--- config.mk ---
export PLATFORM = sky130hd
export DESIGN_NAME = slik_sqrt
export DESIGN_NICKNAME = d
export VERILOG_FILES = /design/src/rtl/slik_sqrt.sv
export SDC_FILE = /design/constraint.sdc
export NUM_CORES = 1
export LEC_CHECK = 0
export BUFFER_PORTS_ARGS = -buffer_cell sky130_fd_sc_hd__buf_2
export CAP_MARGIN = 15
export CORE_UTILIZATION = 45
export CTS_BUF_LIST = sky130_fd_sc_hd__clkbuf_16
export CTS_CLUSTER_SIZE = 14
export DETAILED_ROUTE_END_ITERATION = 10
export SLEW_MARGIN = 20
export SYNTH_ARGS = -nofsm -noshare
export SYNTH_HDL_FRONTEND = slang
export SYNTH_SLANG_ARGS = --single-unit
--- constraint.sdc ---
create_clock -name clk -period 3.24 [get_ports clk]
set_clock_uncertainty 0.15 [all_clocks]
set_input_delay 0.486 -clock clk [delete_from_list [all_inputs] [get_ports clk]]
set_output_delay 0.486 -clock clk [all_outputs]
set_load 0.02 [all_outputs]
--- src/rtl/slik_sqrt.sv ---
// Pipelined digit-by-digit integer square root, one result digit per stage.
// Carries a sideband payload alongside. No dependencies.
module slik_sqrt #(
	parameter int STEPS = 20,
	parameter int SW    = 1
) (
	input  logic               clk,
	input  logic               arst_n,
	input  logic               in_valid,
	input  logic [2*STEPS-1:0] in_value,
	input  logic [SW-1:0]      in_side,
	output logic               out_valid,
	output logic [STEPS-1:0]   out_root,
	output logic [SW-1:0]      out_side
);

	localparam int VW = 2*STEPS + 1;

	logic [VW-1:0] rem_s  [1:STEPS];
	logic [VW-1:0] res_s  [1:STEPS];
	logic [SW-1:0] side_s [1:STEPS];
	logic          vld_s  [1:STEPS];

	for (genvar k = 0; k < STEPS; k++) begin : g_step
		localparam logic [VW-1:0] BITC = {{(VW-1){1'b0}}, 1'b1} << (2*(STEPS-1-k));
		logic [VW-1:0] rem_c, res_c, trial;
		logic [SW-1:0] side_c;
		logic          vld_c;

		if (k == 0) begin : g_first
			assign rem_c  = {1'b0, in_value};
			assign res_c  = '0;
			assign side_c = in_side;
			assign vld_c  = in_valid;
		end else begin : g_next
			assign rem_c  = rem_s[k];
			assign res_c  = res_s[k];
			assign side_c = side_s[k];
			assign vld_c  = vld_s[k];
		end

		assign trial = res_c + BITC;

		always_ff @(posedge clk or negedge arst_n) begin
			if (!arst_n) begin
				vld_s[k+1] <= 1'b0;
			end else begin
				vld_s[k+1] <= vld_c;
			end
		end

		always_ff @(posedge clk) begin
			side_s[k+1] <= side_c;
			if (rem_c >= trial) begin
				rem_s[k+1] <= rem_c - trial;
				res_s[k+1] <= (res_c >> 1) + BITC;
			end else begin
				rem_s[k+1] <= rem_c;
				res_s[k+1] <= res_c >> 1;
			end
		end
	end

	assign out_valid = vld_s[STEPS];
	assign out_root  = res_s[STEPS][STEPS-1:0];
	assign out_side  = side_s[STEPS];

endmodule

==> results.sh <==
export IMPL_slew_headroom=0.318
export IMPL_wl_per_cell_um=16.0
export IMPL_fmax_mhz=315
export IMPL_required_ps=3680
export IMPL_drv_slew=0
export IMPL_setup_viol=0
export IMPL_fin_area_um2=44400
export IMPL_status="finished, final reports clean"
export IMPL_gp_congestion=0.918
export IMPL_synthesis_nets=3972
export IMPL_cp_arrival_ps=3610
export IMPL_worst_slew_pin_slew_ps=1020
export IMPL_yosysUniqueCellTypes=80
export IMPL_drv_cap=0
export IMPL_worstPathCellList="inv_1 -> ha_1 -> nand4b_1 -> nor4_4 -> buf_4 -> nand4_1 -> o21a_1 -> nor4b_2 -> a2111o_1 -> or4_1 -> xnor2_1"
export IMPL_numCtsBuffers=102
export IMPL_drt_iter0_drc=1242
export IMPL_area_delta_synth_final_pct=17.6
export IMPL_num_vias=26081
export IMPL_ys_warn_count=0
export IMPL_first_global_vias=25818
export IMPL_hold_viol=0
export IMPL_drive_gt1_frac=0.113
export IMPL_hold_class="input port to asynchronous set/reset pin"
export IMPL_power_density_nw_per_um2=857
export IMPL_io_pins=66
export IMPL_synth_seq_cells=1029
export IMPL_fp_dieH_um=292
export IMPL_endpoint_kind="register"
export IMPL_die_width_um=292
export IMPL_worstPathMaxFanout=2
export IMPL_clk_latency_ps=700
export IMPL_htree_levels=3
export IMPL_synth_edf_count=0
export IMPL_crit_slowest_cell="a2111o_1"
export IMPL_cts_sinks=1029
export IMPL_die_area_um2=85000
export IMPL_dpl_instance_area_um2=40300
export IMPL_post_route_min_period_ps=3180
export IMPL_finalCritPeriodShare=0.980
export IMPL_clockRootBuffer="clkbuf_16"
export IMPL_grt_start_max_net_pins=26
export IMPL_vias_per_cell=5.06
export IMPL_ys_seq_area_frac=0.549
export IMPL_grt_setup_unrepaired="yes"
export IMPL_path_clk_slew_ps=60
export IMPL_drc=0
export IMPL_setup_tns_final_ps=0
export IMPL_dp_slack_ps=-250
export IMPL_synth_area_um2=37700
export IMPL_synth_flop_cell="dfxtp_1"
export IMPL_final_common_cell="dfxtp_1"
export IMPL_dp_hpwl_um=63500
export IMPL_rows=105
export IMPL_vdd_drop_max_mv=0.593
export IMPL_start_util=0.457
export IMPL_syn_avg_cell_area_um2=10.2
export IMPL_synth_cells=3702
export IMPL_cts_max_path_buffers=3
export IMPL_critical_path_class="register to register"
export IMPL_setup_ws_ps=64.5
export IMPL_worstSetupStartpointType="register"
export IMPL_antenna_left=0
export IMPL_fin_nets=4273
export IMPL_final_cell_mix="dfxtp_1 (1007), inv_1 (292), nand2_1 (270)"
export IMPL_p_leak_uw=0.0201
export IMPL_wirelength_um=82400
export IMPL_antenna_found_initial=1
export IMPL_grt_remaining_overflow=0
export IMPL_crit_path_max_incr_delay_ps=420
export IMPL_core_area_um2=82500
export IMPL_grt_pass1_wl_um=132000
export IMPL_io_buffers=65
export IMPL_grt_use_total=0.192
export IMPL_drt_pass1_iter_count=5
export IMPL_synthArstFlopShare=0.0194
export IMPL_cts_tree="built"
==> critical path, delay by kind of cell (launching register included) <==
kind | cells | cell delay [ps]
compound gates | 2 | 640
xor+xnor | 1 | 140
fa+ha+maj | 1 | 290
buf+inv | 2 | 220
flops | 1 | 400
simple gates | 5 | 1220
==> cell type report <==
class	instances	area, µm²
Clock inverter	85	748
Timing Repair Buffer	258	1910
Tap cell	1070	1340
Fill cell	7431	38100
Clock buffer	102	2550
Sequential cell	1029	20700
Multi-Input combinational cell	2335	16100
Inverter	277	1040
Antenna cell	2	5.00
==> cells by family (layout without fill, tap and decap cells) <==
logic type               Yosys count  in the layout  synth area share
AND/OR/NAND/NOR                 1122           1122             0.155
buffers and inverters            338            722            0.0341
AO/OA/AOI/OAI                    628            628             0.103
adder cells (fa/ha/maj)          226            226            0.0749
XOR/XNOR                         335            335            0.0777
other                              1              3         0.0000994
multiplexers                      23             23           0.00660
flip-flops                      1029           1029             0.549
==> synth_stat cells (15+ instances only) <==
master    instances  area share
dfxtp_1        1009        0.54
inv_1           276       0.027
nand2_1         270       0.027
ha_1            226       0.075
nor2_1          206       0.020
a21oi_1         193       0.026
xor2_1          188       0.044
o21ai_0         168       0.022
xnor2_1         147       0.034
nor4_1          139       0.023
nor3_1          121       0.016
clkbuf_1         54      0.0054
nand3_1          54      0.0072
or3_1            51      0.0085
a21o_1           47      0.0093
nand2b_1         47      0.0078
nand4_1          46      0.0076
o21a_1           46      0.0092
or4_1            40      0.0080
nor2b_1          36      0.0060
o31ai_1          31      0.0062
dfrtp_1          20       0.013
nor4b_1          19      0.0044
a31oi_1          17      0.0028
or2_2            17      0.0028
a211oi_1         16      0.0032
and2_1           15      0.0025
==> where the power goes <==
| group | switching (µW) | total, µW | leakage [µW] | internal, µW |
|---|---|---|---|---|
| logic | 4780 | 9030 | 0.00975 | 4250 |
| clock network | 4940 | 11300 | 0.00165 | 6340 |
| registers | 2270 | 17700 | 0.00869 | 15400 |
==> through the flow <==
step | std cells | util | total power, µW | hold slack (ps)
global placement | 4922 | 0.489 | 26800 | 160
detailed placement | 4922 | 0.489 | 26900 | 162
floorplan | 3702 | - | 23700 | 40.4
global route | 5156 | 0.538 | 40300 | 137
finish | 5158 | 0.538 | 38000 | 133
CTS | 5156 | 0.535 | 38300 | 106
==> repair_timing <==
action / 4_1_cts / 5_1_grt
gates resized for setup: 14 / 44
hold endpoints to repair: 63 / 0
pin swaps: 4 / 10
setup endpoints to repair: 10 / 109
buffers inserted: 3 / 0
hold buffers: 44 / 0
==> flip-flops by register name, indices dropped and copies added (netlist names) <==
name,count
rem_s,779
res_s,210
side_s,20
g_step.vld_c,19
out_valid,1
==> worst paths after layout <==
check                                         to  cells after the start           from  slack (ps)
min in group clk                   rem_s[0][615]                      0  rem_s[0][574]         160
worst min-delay path            g_step[15].vld_c                      2         arst_n         130
worst max register to register     rem_s[0][245]                     11  res_s[0][199]          60
worst min register to register     rem_s[0][615]                      0  rem_s[0][574]         160
max in group asynchronous       g_step[11].vld_c                      2         arst_n        2460
worst max-delay path               rem_s[0][245]                     11  res_s[0][199]          60
==> metal layers <==
metal / share of wire / up-vias / track usage
li1: - / 13472 / -
met4: 0.023 / 0 / 0.0569
met5: 0 / - / 0
met2: 0.50 / 409 / 0.351
met3: 0.032 / 131 / 0.0279
met1: 0.44 / 12069 / 0.232
Power figures use the tool's default switching activity.
